===== config.mk =====
export PLATFORM = sky130hd
export DESIGN_NAME = websocket_frame_decoder
export DESIGN_NICKNAME = d
export VERILOG_FILES = /design/src/hw/rtl/wsfd_pkg.sv /design/src/hw/rtl/wsfd_parser.sv /design/src/hw/rtl/wsfd_out_buf.sv /design/src/hw/rtl/websocket_frame_decoder.sv
export VERILOG_INCLUDE_DIRS = /design/src /design/src/hw/rtl
export SDC_FILE = /design/constraint.sdc
export NUM_CORES = 1
export LEC_CHECK = 0
export BUFFER_PORTS_ARGS = -buffer_cell sky130_fd_sc_hd__buf_2
export CORE_MARGIN = 2
export CORE_UTILIZATION = 63
export DETAILED_ROUTE_END_ITERATION = 16
export PLACE_DENSITY = 0.79
export SLEW_MARGIN = 20
export SYNTH_ARGS = -nofsm -noshare
export SYNTH_HDL_FRONTEND = slang
export SYNTH_SLANG_ARGS = --single-unit

===== constraint.sdc =====
create_clock -name clk -period 3.7 [get_ports clk]
set_input_delay 0.74 -clock clk [delete_from_list [all_inputs] [get_ports clk]]
set_output_delay 0.74 -clock clk [all_outputs]
set_load 0.1 [all_outputs]

===== src/hw/rtl/assert_macros.svh =====
// Assertion macros shared by the websocket frame decoder RTL.
// No dependencies; included by files that carry concurrent checks.
`ifndef ASSERT_MACROS_SVH
`define ASSERT_MACROS_SVH

// Same-cycle implication, disabled while reset is asserted.
`define ASSERT_IMPLIES(label, clk_i, rst_n_i, pre, post) \
	label: assert property (@(posedge clk_i) disable iff (!rst_n_i) (pre) |-> (post)) \
		else $error("same-cycle implication failed");

// Next-cycle implication, disabled while reset is asserted.
`define ASSERT_NEXT(label, clk_i, rst_n_i, pre, post) \
	label: assert property (@(posedge clk_i) disable iff (!rst_n_i) (pre) |=> (post)) \
		else $error("next-cycle implication failed");

`endif


===== src/hw/rtl/wsfd_pkg.sv =====
// Shared types and constants for the websocket frame decoder.
// No dependencies.
package wsfd_pkg;

	localparam int LEN_BITS_DEF = 32;

	// 7-bit length codes in the second header byte
	localparam logic [6:0] LEN_CODE_EXT16 = 7'd126;
	localparam logic [6:0] LEN_CODE_EXT64 = 7'd127;

	typedef struct packed {
		logic       too_big;
		logic       empty_frame;
		logic       last_of_frame;
		logic [3:0] frame_opcode;
		logic [7:0] payload_byte;
	} wsfd_result_t;

endpackage


===== src/hw/rtl/wsfd_parser.sv =====
// Frame header/payload parser with the deframing state; at most one result per byte.
// Depends on wsfd_pkg and assert_macros.svh.
`include "assert_macros.svh"

module wsfd_parser #(
	parameter int LEN_BITS = wsfd_pkg::LEN_BITS_DEF
) (
	input  logic                  clk,
	input  logic                  arst_n,
	input  logic                  fire,
	input  logic [7:0]            rx_byte,
	output logic                  res_valid,
	output wsfd_pkg::wsfd_result_t res
);
	import wsfd_pkg::*;

	typedef enum logic [2:0] {
		PH_HDR0, PH_HDR1, PH_EXT16, PH_EXT64, PH_KEY, PH_PAYLOAD
	} phase_t;

	phase_t                phase_q, phase_d;
	logic [2:0]            cnt_q, cnt_d;
	logic [3:0]            opcode_q, opcode_d;
	logic                  masked_q, masked_d;
	logic                  big_q, big_d;
	logic [LEN_BITS-1:0]   rem_q, rem_d;
	logic [31:0]           key_q, key_d;
	logic [1:0]            kidx_q, kidx_d;

	logic                  emit;
	logic                  finish_len;
	logic                  start_pay;
	logic                  big_now;
	logic [LEN_BITS-1:0]   len_val;
	logic [LEN_BITS+7:0]   shifted;
	logic [7:0]            kbyte;

	always_comb begin
		phase_d    = phase_q;
		cnt_d      = cnt_q;
		opcode_d   = opcode_q;
		masked_d   = masked_q;
		big_d      = big_q;
		rem_d      = rem_q;
		key_d      = key_q;
		kidx_d     = kidx_q;
		emit       = 1'b0;
		finish_len = 1'b0;
		start_pay  = 1'b0;
		len_val    = rem_q;
		big_now    = big_q;
		kbyte      = 8'h00;
		shifted    = {rem_q, rx_byte};
		res.payload_byte  = 8'h00;
		res.frame_opcode  = opcode_q;
		res.last_of_frame = 1'b0;
		res.empty_frame   = 1'b0;
		res.too_big       = 1'b0;

		unique case (phase_q)
			PH_HDR0: begin
				opcode_d = rx_byte[3:0];
				phase_d  = PH_HDR1;
			end
			PH_HDR1: begin
				masked_d = rx_byte[7];
				big_d    = 1'b0;
				rem_d    = '0;
				key_d    = '0;
				cnt_d    = '0;
				if (rx_byte[6:0] == LEN_CODE_EXT16) begin
					phase_d = PH_EXT16;
				end else if (rx_byte[6:0] == LEN_CODE_EXT64) begin
					phase_d = PH_EXT64;
				end else begin
					finish_len = 1'b1;
					len_val    = LEN_BITS'(rx_byte[6:0]);
				end
			end
			PH_EXT16: begin
				len_val = LEN_BITS'({rem_q[7:0], rx_byte});
				rem_d   = len_val;
				cnt_d   = cnt_q + 3'd1;
				if (cnt_q == 3'd1) begin
					finish_len = 1'b1;
				end
			end
			PH_EXT64: begin
				// upper four bytes only flag; lower four shift in, bits pushed past
				// LEN_BITS mean the length does not fit
				if (cnt_q < 3'd4) begin
					big_now = big_q | (rx_byte != 8'h00);
				end else begin
					rem_d   = shifted[LEN_BITS-1:0];
					big_now = big_q | (shifted[LEN_BITS+7:LEN_BITS] != 8'h00);
				end
				len_val = rem_d;
				big_d   = big_now;
				if (cnt_q != 3'd7) begin
					cnt_d = cnt_q + 3'd1;
				end else begin
					cnt_d = '0;
					if (big_now) begin
						phase_d     = PH_HDR0;
						rem_d       = '0;
						emit        = 1'b1;
						res.last_of_frame = 1'b1;
						res.too_big       = 1'b1;
					end else begin
						finish_len = 1'b1;
					end
				end
			end
			PH_KEY: begin
				key_d = {key_q[23:0], rx_byte};
				cnt_d = cnt_q + 3'd1;
				if (cnt_q == 3'd3) begin
					cnt_d     = '0;
					start_pay = 1'b1;
					len_val   = rem_q;
				end
			end
			PH_PAYLOAD: begin
				case (kidx_q)
					2'd0:    kbyte = key_q[31:24];
					2'd1:    kbyte = key_q[23:16];
					2'd2:    kbyte = key_q[15:8];
					default: kbyte = key_q[7:0];
				endcase
				if (!masked_q) begin
					kbyte = 8'h00;
				end
				kidx_d = kidx_q + 2'd1;
				rem_d  = rem_q - LEN_BITS'(1);
				emit   = 1'b1;
				res.payload_byte  = rx_byte ^ kbyte;
				res.last_of_frame = (rem_q == LEN_BITS'(1));
				if (rem_q == LEN_BITS'(1)) begin
					phase_d = PH_HDR0;
				end
			end
			default: begin
				phase_d = PH_HDR0;
			end
		endcase

		// length is kept across the key bytes
		if (finish_len) begin
			cnt_d = '0;
			rem_d = len_val;
			if (masked_d) begin
				phase_d = PH_KEY;
			end else begin
				start_pay = 1'b1;
			end
		end

		if (start_pay) begin
			kidx_d = '0;
			rem_d  = len_val;
			if (len_val == '0) begin
				phase_d           = PH_HDR0;
				emit              = 1'b1;
				res.last_of_frame = 1'b1;
				res.empty_frame   = 1'b1;
			end else begin
				phase_d = PH_PAYLOAD;
			end
		end
	end

	assign res_valid = fire & emit;

	always_ff @(posedge clk or negedge arst_n) begin
		if (!arst_n) begin
			phase_q  <= PH_HDR0;
			cnt_q    <= '0;
			opcode_q <= '0;
			masked_q <= 1'b0;
			big_q    <= 1'b0;
			rem_q    <= '0;
			key_q    <= '0;
			kidx_q   <= '0;
		end else if (fire) begin
			phase_q  <= phase_d;
			cnt_q    <= cnt_d;
			opcode_q <= opcode_d;
			masked_q <= masked_d;
			big_q    <= big_d;
			rem_q    <= rem_d;
			key_q    <= key_d;
			kidx_q   <= kidx_d;
		end
	end

	`ASSERT_IMPLIES(a_payload_len_nonzero, clk, arst_n, phase_q == PH_PAYLOAD, rem_q != '0)
	`ASSERT_IMPLIES(a_ext16_count, clk, arst_n, phase_q == PH_EXT16, cnt_q < 3'd2)
	`ASSERT_IMPLIES(a_hdr0_count_clear, clk, arst_n, phase_q == PH_HDR0, cnt_q == 3'd0)

endmodule


===== src/hw/rtl/wsfd_out_buf.sv =====
// Result output register with one skid entry, so the parser keeps taking bytes
// while a result waits. Depends on wsfd_pkg and assert_macros.svh.
`include "assert_macros.svh"

module wsfd_out_buf (
	input  logic                   clk,
	input  logic                   arst_n,
	input  logic                   in_valid,
	input  wsfd_pkg::wsfd_result_t in_res,
	output logic                   space,
	output logic                   out_valid,
	input  logic                   out_ready,
	output wsfd_pkg::wsfd_result_t out_res
);
	import wsfd_pkg::*;

	logic         out_v_q;
	logic         skid_v_q;
	wsfd_result_t out_q;
	wsfd_result_t skid_q;
	logic         advance;

	assign space     = ~skid_v_q;
	assign out_valid = out_v_q;
	assign out_res   = out_q;
	assign advance   = ~out_v_q | out_ready;

	always_ff @(posedge clk or negedge arst_n) begin
		if (!arst_n) begin
			out_v_q  <= 1'b0;
			skid_v_q <= 1'b0;
		end else if (advance) begin
			if (skid_v_q) begin
				out_v_q  <= 1'b1;
				skid_v_q <= 1'b0;
			end else begin
				out_v_q <= in_valid;
			end
		end else if (in_valid) begin
			skid_v_q <= 1'b1;
		end
	end

	always_ff @(posedge clk) begin
		if (advance) begin
			if (skid_v_q) begin
				out_q <= skid_q;
			end else if (in_valid) begin
				out_q <= in_res;
			end
		end else if (in_valid) begin
			skid_q <= in_res;
		end
	end

	`ASSERT_IMPLIES(a_skid_needs_out, clk, arst_n, skid_v_q, out_v_q)
	`ASSERT_NEXT(a_skid_moves_up, clk, arst_n, skid_v_q && out_ready, out_v_q)

endmodule


===== src/hw/rtl/websocket_frame_decoder.sv =====
// WebSocket frame decoder top level: stream ports around the parser and output buffer.
// Depends on wsfd_pkg, wsfd_parser and wsfd_out_buf.
//
// Takes one received stream byte per clock while s_tready is high and returns one
// result transaction per payload byte, one for a zero-length frame and one for an
// oversized 64-bit length. Every byte is decided in the cycle it is accepted by the
// parser state registers; its result leaves from the output register.
// A one-entry skid behind that register keeps s_tready high while a single result
// is stalled, so the sustained rate is one byte per cycle whenever m_tready keeps up.
module websocket_frame_decoder #(
	parameter int LEN_BITS = wsfd_pkg::LEN_BITS_DEF
) (
	input  logic        clk,
	input  logic        arst_n,
	input  logic        s_tvalid,
	output logic        s_tready,
	input  logic [7:0]  s_tdata,   // [7:0] rx_byte
	output logic        m_tvalid,
	input  logic        m_tready,
	output logic [15:0] m_tdata,   // [7:0] payload_byte, [11:8] frame_opcode, [15:12] zero
	output logic        m_tlast,   // last_of_frame
	output logic [1:0]  m_tuser    // [0] empty_frame, [1] too_big
);
	import wsfd_pkg::*;

	logic         fire;
	logic         res_valid;
	wsfd_result_t res;
	wsfd_result_t out_res;
	logic         space;

	assign s_tready = space;
	assign fire     = s_tvalid & space;

	wsfd_parser #(
		.LEN_BITS(LEN_BITS)
	) u_parser (
		.clk      (clk),
		.arst_n   (arst_n),
		.fire     (fire),
		.rx_byte  (s_tdata),
		.res_valid(res_valid),
		.res      (res)
	);

	wsfd_out_buf u_out_buf (
		.clk      (clk),
		.arst_n   (arst_n),
		.in_valid (res_valid),
		.in_res   (res),
		.space    (space),
		.out_valid(m_tvalid),
		.out_ready(m_tready),
		.out_res  (out_res)
	);

	assign m_tdata = {4'h0, out_res.frame_opcode, out_res.payload_byte};
	assign m_tlast = out_res.last_of_frame;
	assign m_tuser = {out_res.too_big, out_res.empty_frame};

endmodule


==> impl_metrics.csv, run 1 <==
group,metric,value,unit
status,run_status,"complete, no violations",
synth,synth_edf_count,30,
clock_network,numCtsBuffers,9,
timing,fin_crit,3300,ps
detailed_routing,first_pass_iters,8,
clock_network,cts_tree,"built",
critical_path,arrival,3350,ps
clock_network,clockRootBuffer,"clkbuf_16",
synth,synth-seq-area-share,39.3,%
timing,finalCritPeriodShare,89.1,%
critical_path,critPathKind,"flip-flop to flip-flop",
grt,grt_max_degree,81,
detailed_routing,wl_per_cell,24.4,µm
grt,grt_first_pass_wirelength,37500,µm
pwr,p_leak,3.15,nW
critical_path,cpPeakStageDelay,820,ps
clock_network,htree_levels,3,
synth,ys_ff_latch,110,
synth,synth_area_leaders,"dfrtp_1 27%, edfxtp_1 12%, a22o_1 4.6%",
critical_path,critPathBufInv,1,
synth,synth_top_area_cell,"dfrtp_1",
placed_design,place_inst,943,
floorplan,initial_core_util,64.7,%
synth,yosys_warnings,0,
timing,finalHoldViolCount,0,
clock_network,clk_pin_slew,80,ps
cells_and_area,drive_above_1_share,15.1,%
detailed_routing,first_iter_violations,964,
floorplan,row_count,39,
timing,finalSetupViolations,0,
floorplan,dieArea,12600,µm²
placed_design,gp_congestion,0.999,
cells_and_area,instances_no_fill,959,
critical_path,cp_top_family,"compound AO/OA/AOI/OAI gates",
clock_network,clock_sinks,110,
synth,synth.most_common_cell,"nand2_1",
detailed_routing,via_per_inst,7.26,
grt,first_global_vias,6731,
clock_network,hold_buffers,0,
synth,synth_top_area_share,27.1,%
cells_and_area,fin_nets,834,
critical_path,cp_max_fo,17,
cells_and_area,num_antenna_cells,0,
detailed_routing,vias,6959,
job,cap_violations,0,
detailed_routing,antenna_left,0,
critical_path,cp.required,3750,ps
timing,slew_violations,0,
timing,fmax,303,MHz
critical_path,start_kind,"flip-flop",
floorplan,core-area,11400,µm²
critical_path,cp-end-kind,"flip-flop",
timing,worstMarginPinSlew,1020,ps
placed_design,dpl.hpwl,16000,µm
detailed_routing,drt-total-wl,23400,µm
synth,avgSynthCellArea,9.01,µm²
synth,synthArstFlopShare,72.7,%
clock_network,cts_resized,0,
timing,max_slew_margin,31.3,%
cells_and_area,fill_cells,924,
timing,grt_setup_unrepaired,"false",
clock_network,cts_setup_buffers,0,
timing,finalSetupTns,0,ps
min_path,hp-class,"input pin to asynchronous set/reset pin",
pwr,irDropWorstVdd,0.677,mV
timing,skew,11.4,ps
clock_network,clk-insertion-delay-late,370,ps
synth,synth_common_cells,"91 x nand2_1, 80 x dfrtp_1, 63 x nor2_1, 61 x o21ai_0, 45 x a21oi_1",
synth,synth_area,7390,µm²
grt,antenna_found_initial,0,
placed_design,port_buffers,28,
detailed_routing,drcViolationCount,0,
floorplan,io_pins,33,
grt,grt_usage,37.9,%
synth,synth_cells,820,
synth,synth_flop_cell,"dfrtp_1",
floorplan,die_w,112,µm
synth,synth.distinct_cells,84,
clock_network,clockBufferDepth,2,
critical_path,worstPathCellList,"o21ai_0, a22oi_1, nand3_1, nor4b_4, nand4_4, a211oi_2, buf_4",
cells_and_area,area.growth.synth_to_final,6.35,%
floorplan,die_h,112,µm
pwr,powerDensity,879,nW/µm²
critical_path,crit_slowest_cell,"dfrtp_1",
grt,grt_overflow,0,
stage by stage:
step	hold WS, ps	power [W]	cell area [µm²]	setup WS, ps	utilization, %
final	412	0.00691	7860	402	68.8
after global routing	474	0.00726	7860	265	68.8
after CTS	489	0.00679	7860	474	68.8
after detailed placement	477	0.00584	7580	442	66.3
after global placement	461	0.00575	7580	514	66.3
after floorplan	437	0.00482	7400	276	-
layout make-up:
| class | instances | area (µm²) | area share (%) |
|---|---|---|---|
| repair buffers | 59 | 392 | 4.98 |
| flip-flops and latches | 110 | 2900 | 36.9 |
| multi-input cells | 613 | 4040 | 51.4 |
| clock buffers | 10 | 229 | 2.91 |
| well taps | 143 | 179 | 2.28 |
| inverters | 18 | 67.6 | 0.860 |
| clock inverters | 6 | 50.0 | 0.637 |
report_power, final:
part / internal (W) / switching, W
Clock: 0.000469 / 0.000485
Sequential: 0.00164 / 0.000601
Combinational: 0.00126 / 0.00245
Total: 0.00337 / 0.00353
kinds of logic (layout without fill, tap and decap cells):
family	count (synthesis)	in the layout	share of synthesized area, %
xor+xnor	14	14	1.66
mux	29	29	4.23
other cells	1	4	0.0507
compound gates	284	284	27.2
simple gates	271	271	19.4
buf+inv	100	93	6.40
flops	110	110	39.3
fa+ha+maj	11	11	1.86
layer usage:
layer	global-route usage [%]	share of wire [%]
met5	0	0
met4	18.9	5.0
met3	5.40	7.7
met2	63.5	49
met1	48.4	38
sequential cells by signal, summed over array words and instances, names as in the netlist:
name	count
u_parser.rem_q	32
u_out_buf.out_res	15
u_parser.big_q	1
u_out_buf.skid_q	15
u_parser.phase_q	3
u_out_buf.skid_v_q	1
u_parser.kidx_q	2
u_out_buf.out_valid	1
u_parser.cnt_q	3
u_parser.key_q	32
u_parser.masked_q	1
u_parser.opcode_q	4
placed cells by master, fill, tap and decap left out, types with 8 or more instances in the layout:
cell type / instances
a211oi_1: 9
a21oi_1: 45
a221oi_1: 11
a222oi_1: 8
a22o_1: 39
a22oi_1: 8
a31oi_1: 12
buf_2: 27
buf_4: 30
clkbuf_16: 9
dfrtp_1: 80
edfxtp_1: 30
ha_1: 11
inv_1: 17
mux2_2: 18
mux2i_1: 11
nand2_1: 91
nand3_1: 14
nand4_1: 10
nor2_1: 62
nor2b_1: 8
nor3_1: 19
nor4_1: 15
o21ai_0: 60
o22ai_1: 8
o31ai_1: 17
xor2_1: 12
worst paths after layout:
check                                                       from                              to  slack, ps  cells past startpoint
min in group clk                u_parser.opcode_q[0]$_DFFE_PN0P_   u_out_buf.skid_q[8]$_DFFE_PP_        490                      0
worst min register to register  u_parser.opcode_q[0]$_DFFE_PN0P_   u_out_buf.skid_q[8]$_DFFE_PP_        490                      0
worst min-delay path                                      arst_n  u_parser.key_q[31]$_DFFE_PN0P_        410                      1
worst max-delay path             u_parser.phase_q[0]$_DFFE_PN0P_  u_out_buf.out_res[7]$_DFFE_PP_        400                      7
worst max register to register   u_parser.phase_q[0]$_DFFE_PN0P_  u_out_buf.out_res[7]$_DFFE_PP_        400                      7
max in group asynchronous                                 arst_n  u_parser.rem_q[12]$_DFFE_PN0P_       2780                      1
No activity file was read; power rests on OpenSTA's default activity.
==> run 2: changes to the inputs <==
CORE_MARGIN = 4   (was 2)
==> run 2 against run 1 <==
Net effect:
- flip-flop and latch count unchanged
- largest cell class unchanged
- critical path type unchanged
- first-iteration DRC count shrank 9.4%
- clock power rose by 4.4%
==> impl_metrics.csv, run 2 (synthesis results as in run 1) <==
group,metric,value,unit
floorplan,io_pins,33,
critical_path,r2r_slack,460,ps
timing,finalSetupTns,0,ps
cells_and_area,top_regs,"u_parser.key_q x32, u_parser.rem_q x32",
critical_path,r2r_start,"u_parser.phase_q[1]$_DFFE_PN0P_",
cells_and_area,drive_above_1_share,15.9,%
cells_and_area,ff_latch_area,2900,µm²
grt,first_global_vias,6607,
min_path,hp-class,"input pin to asynchronous set/reset pin",
cells_and_area,multi_input_area,4040,µm²
timing,fmax,308,MHz
critical_path,cp_max_fo,15,
detailed_routing,via_per_inst,7.17,
placed_design,gp_congestion,1.01,
critical_path,cp-end-kind,"flip-flop",
grt,antenna_found_initial,0,
job,cap_violations,0,
clock_network,numCtsBuffers,9,
floorplan,dieArea,13500,µm²
cells_and_area,area.growth.synth_to_final,7.38,%
critical_path,r2r_cells,10,
timing,grt_setup_unrepaired,"false",
placed_design,place_area,7630,µm²
placed_design,dp_slack,472,ps
timing,fin_crit,3240,ps
clock_network,cts_setup_buffers,0,
detailed_routing,first_pass_iters,10,
clock_network,hold_buffers,0,
floorplan,die_h,116,µm
detailed_routing,first_iter_violations,873,
detailed_routing,drcViolationCount,0,
floorplan,row_count,39,
grt,grt_first_pass_wirelength,36400,µm
clock_network,clock_sinks,110,
clock_network,cts_tree,"built",
critical_path,start_kind,"flip-flop",
clock_network,clk-insertion-delay-late,380,ps
timing,worstMarginPinSlew,976,ps
detailed_routing,wl_per_cell,24.2,µm
cells_and_area,finalInstanceArea,7940,µm²
critical_path,startpoint,"u_parser.phase_q[1]$_DFFE_PN0P_",
grt,grt_max_degree,81,
critical_path,cp.required,3770,ps
placed_design,port_buffers,28,
timing,finalHoldViolCount,0,
timing,finalCritPeriodShare,87.6,%
clock_network,cts_resized,0,
pwr,powerDensity,878,nW/µm²
timing,finalSetupViolations,0,
detailed_routing,antenna_left,0,
cells_and_area,layout_common_cells,"91 x nand2_1, 80 x dfrtp_1, 62 x nor2_1, 60 x o21ai_0, 45 x a21oi_1",
detailed_routing,drt-total-wl,23300,µm
placed_design,dpl.hpwl,16100,µm
clock_network,clockRootBuffer,"clkbuf_16",
floorplan,core-area,11500,µm²
status,run_status,"complete, no violations",
critical_path,critPathKind,"flip-flop to flip-flop",
critical_path,arrival,3320,ps
cells_and_area,layout_commonest_cell,"nand2_1",
timing,timing.hold.ws,409,ps
pwr,p_leak,3.20,nW
cells_and_area,fill_cells,912,
grt,grt_usage,35.1,%
pwr,irDropWorstVdd,0.907,mV
cells_and_area,fin_nets,840,
floorplan,die_w,116,µm
timing,skew,9.30,ps
timing,setup_slack,458,ps
timing,slew_violations,0,
grt,grt_overflow,0,
floorplan,initial_core_util,64.4,%
clock_network,clk_pin_slew,80,ps
timing,max_slew_margin,35.0,%
clock_network,htree_levels,3,
detailed_routing,vias,6922,
cells_and_area,num_antenna_cells,0,
critical_path,r2r-end,"u_out_buf.out_res[6]$_DFFE_PP_",
clock_network,clockBufferDepth,2,
run 2: cell type report:
| class | instances | share of cell area [%] |
|---|---|---|
| inverter | 18 | 0.851 |
| sequential | 110 | 36.6 |
| clock buffer | 9 | 2.84 |
| timing repair buffer | 65 | 5.66 |
| multi-input combinational | 613 | 50.9 |
| clock inverter | 7 | 0.915 |
| tap | 143 | 2.25 |
run 2: critical path, stage by stage, from the launching register on:
cell      delay, ps
dfrtp_1         590
buf_4           270
nand3b_1        310
buf_4           200
nor3_1           40
a311oi_1        350
nand2_1         170
nor3_4          310
nand4_4         210
a211oi_2        230
buf_4           260
run 2: worst max path at each step:
| stage | to | slack (ps) | cells past startpoint |
|---|---|---|---|
| 4_1_cts | u_out_buf.out_res[0]$_DFFE_PP_ | 510 | 10 |
| 5_1_grt | u_out_buf.out_res[0]$_DFFE_PP_ | 210 | 10 |
| 2_1_floorplan | u_out_buf.skid_q[0]$_DFFE_PP_ | 280 | 8 |
| 3_3_place_gp | u_out_buf.out_res[7]$_DFFE_PP_ | 510 | 9 |
| 3_5_place_dp | u_out_buf.out_res[0]$_DFFE_PP_ | 470 | 9 |
| 6_report | u_out_buf.out_res[6]$_DFFE_PP_ | 460 | 10 |
run 2: power by group:
part | leakage (nW) | internal (W) | switching [W]
clock | 0.144 | 0.000478 | 0.000518
combinational | 1.71 | 0.00130 | 0.00249
sequential | 1.34 | 0.00164 | 0.000543
run 2: stage by stage:
stage	utilization, %	power, W	std cells
floorplan	-	0.00482	823
global placement	66.6	0.00576	949
detailed placement	66.6	0.00585	949
CTS	69.2	0.00685	965
global route	69.2	0.00732	965
finish	69.2	0.00697	965
run 2: metal layers:
metal | GRT usage [%] | vias to the layer above | part of all wire (%)
li1 | - | 3079 | -
met1 | 43.7 | 3290 | 37
met2 | 59.0 | 460 | 49
met3 | 5.85 | 93 | 9.3
met4 | 17.6 | 0 | 4.9
met5 | 0 | - | 0
==> run 3: changes to the inputs <==
CORE_UTILIZATION = 65   (was 63)
PLACE_DENSITY = 0.82   (was 0.79)
clock period = 4.2 ns   (was 3.7 ns; I/O delays follow)
==> run 3 against run 2 <==
Net effect:
- combinational power fell by 15%
- clock-buffer cell count rose by 1
- final cell count fell by 1.8%
- non-clock buffer count fell by 14
- flip-flop and latch count did not move
- critical endpoint is now u_out_buf.out_res[5]$_DFFE_PP_
- power fell by 13%
- sequential share of layout area rose by 0.57 points
==> impl_metrics.csv, run 3 (synthesis results as in run 1) <==
group,metric,value,unit
detailed_routing,wl_per_cell,24.0,µm
critical_path,arrival,3530,ps
pwr,powerDensity,777,nW/µm²
status,run_status,"complete, no violations",
detailed_routing,drt-total-wl,22800,µm
grt,grt_overflow,0,
critical_path,r2r-end,"u_out_buf.out_res[5]$_DFFE_PP_",
min_path,hold_start,"u_parser.opcode_q[0]$_DFFE_PN0P_",
detailed_routing,via_per_inst,7.29,
timing,max_slew_margin,35.3,%
grt,antenna_found_initial,0,
job,cap_violations,0,
cells_and_area,fill_cells,813,
clock_network,clockRootBuffer,"clkbuf_16",
timing,finalSetupTns,0,ps
cells_and_area,top_regs,"u_parser.key_q x32, u_parser.rem_q x32",
placed_design,dpl.hpwl,15600,µm
clock_network,clockBufferDepth,2,
clock_network,clock_sinks,110,
cells_and_area,ff_latch_area,2900,µm²
timing,worstMarginPinSlew,971,ps
detailed_routing,drcViolationCount,0,
grt,first_global_vias,6592,
placed_design,port_buffers,28,
timing,fmax,288,MHz
floorplan,core-area,11000,µm²
grt,grt_max_degree,81,
critical_path,cp.required,4260,ps
detailed_routing,vias,6913,
min_path,worstHoldEndpoint,"u_out_buf.skid_q[8]$_DFFE_PP_",
timing,finalHoldViolCount,0,
clock_network,hold_buffers,0,
clock_network,clk-insertion-delay-late,360,ps
critical_path,crit_slowest_cell,"dfrtp_1",
critical_path,critPathKind,"flip-flop to flip-flop",
critical_path,r2r_start,"u_parser.phase_q[1]$_DFFE_PN0P_",
grt,grt_first_pass_wirelength,36300,µm
clock_network,cts_setup_buffers,0,
cells_and_area,layout_common_cells,"91 x nand2_1, 80 x dfrtp_1, 62 x nor2_1, 60 x o21ai_0, 45 x a21oi_1",
floorplan,die_w,115,µm
critical_path,cpPeakStageDelay,860,ps
floorplan,row_count,38,
cells_and_area,finish.utilization,71.1,%
timing,finalSetupViolations,0,
cells_and_area,num_antenna_cells,0,
clock_network,htree_levels,3,
timing,skew,9.18,ps
clock_network,cts_tree,"built",
placed_design,gp_congestion,1.01,
floorplan,die_h,115,µm
timing,grt_setup_unrepaired,"false",
detailed_routing,first_pass_iters,6,
cells_and_area,layout_commonest_cell,"nand2_1",
critical_path,cp_max_fo,22,
clock_network,numCtsBuffers,9,
floorplan,initial_core_util,67.3,%
grt,grt_usage,35.5,%
critical_path,r2r_slack,730,ps
min_path,min_path_cells,0,
clock_network,clk_pin_slew,70,ps
floorplan,io_pins,33,
cells_and_area,drive_above_1_share,14.5,%
critical_path,worstPathCellList,"clkinv_1, a311oi_1, nand2_1, nor3_4, nand4_4, a211oi_2, buf_4",
timing,finalCritPeriodShare,82.7,%
pwr,p_leak,3.12,nW
cells_and_area,area.growth.synth_to_final,5.74,%
min_path,hp-class,"flip-flop to flip-flop",
pwr,irDropWorstVdd,0.612,mV
timing,slew_violations,0,
critical_path,cp-end-kind,"flip-flop",
cells_and_area,fin_nets,826,
critical_path,start_kind,"flip-flop",
detailed_routing,first_iter_violations,994,
detailed_routing,antenna_left,0,
clock_network,cts_resized,0,
timing,fin_crit,3470,ps
floorplan,dieArea,13100,µm²
cells_and_area,multi_input_area,4040,µm²
critical_path,r2r_cells,7,
## run 3: cell types whose count changed in the layout (fill, tap and decap cells not counted), sizes merged
cell	previous run	this run
buf	65	51
clkinvlp	1	2
clkbuf	9	10
bufinv	0	1
clkinv	4	1
## run 3: metrics by stage
stage | instance area, µm² | setup WS [ps] | cells | hold slack, ps | power, W
after floorplan | 7400 | 676 | 823 | 437 | 0.00425
after global placement | 7500 | 896 | 932 | 460 | 0.00500
after detailed placement | 7500 | 778 | 932 | 468 | 0.00507
after CTS | 7800 | 838 | 948 | 485 | 0.00597
after global routing | 7810 | 524 | 948 | 505 | 0.00640
final | 7810 | 726 | 948 | 487 | 0.00607
## run 3: layer usage
layer  wire length, µm  global-route usage, %  up-vias
met5                 0                      0        -
met4              1350                   19.4        0
met3              2200                   6.87      109
met2             10700                   56.9      478
met1              8490                   45.4     3282
li1                  -                      -     3044
## run 3: how the worst max path moves through the flow
stage / endpoint / from / slack (ps) / cells after the start
after floorplan: u_out_buf.skid_q[0]$_DFFE_PP_ / s_tdata[1] / 680 / 8
after global placement: u_out_buf.out_res[4]$_DFFE_PP_ / s_tdata[6] / 900 / 9
after detailed placement: u_out_buf.out_res[7]$_DFFE_PP_ / s_tdata[6] / 780 / 9
after CTS: u_out_buf.out_res[6]$_DFFE_PP_ / u_parser.phase_q[0]$_DFFE_PN0P_ / 840 / 8
after global routing: u_out_buf.out_res[5]$_DFFE_PP_ / u_parser.phase_q[1]$_DFFE_PN0P_ / 520 / 7
final: u_out_buf.out_res[5]$_DFFE_PP_ / u_parser.phase_q[1]$_DFFE_PN0P_ / 730 / 7
## run 3: where the power goes
group / internal (W) / total, W / switching [W]
clock network: 0.000474 / 0.000893 / 0.000419
registers: 0.00144 / 0.00196 / 0.000513
logic: 0.00108 / 0.00322 / 0.00214
total: 0.00300 / 0.00607 / 0.00307
## run 3: worst max-delay path, delay by kind of cell, from the launching register on
family / cells / cell delay, ps
DFF: 1 / 860
buffers and inverters: 2 / 850
and+or+nand+nor: 3 / 690
AOI/OAI and AO/OA: 2 / 760
## run 3: final cells by class
type / instances / share of cell area, %
Tap cell: 140 / 2.24
Sequential cell: 110 / 37.1
Multi-Input combinational cell: 613 / 51.8
Timing Repair Buffer: 51 / 4.08
Clock inverter: 6 / 0.977
Inverter: 18 / 0.865
Clock buffer: 10 / 2.93
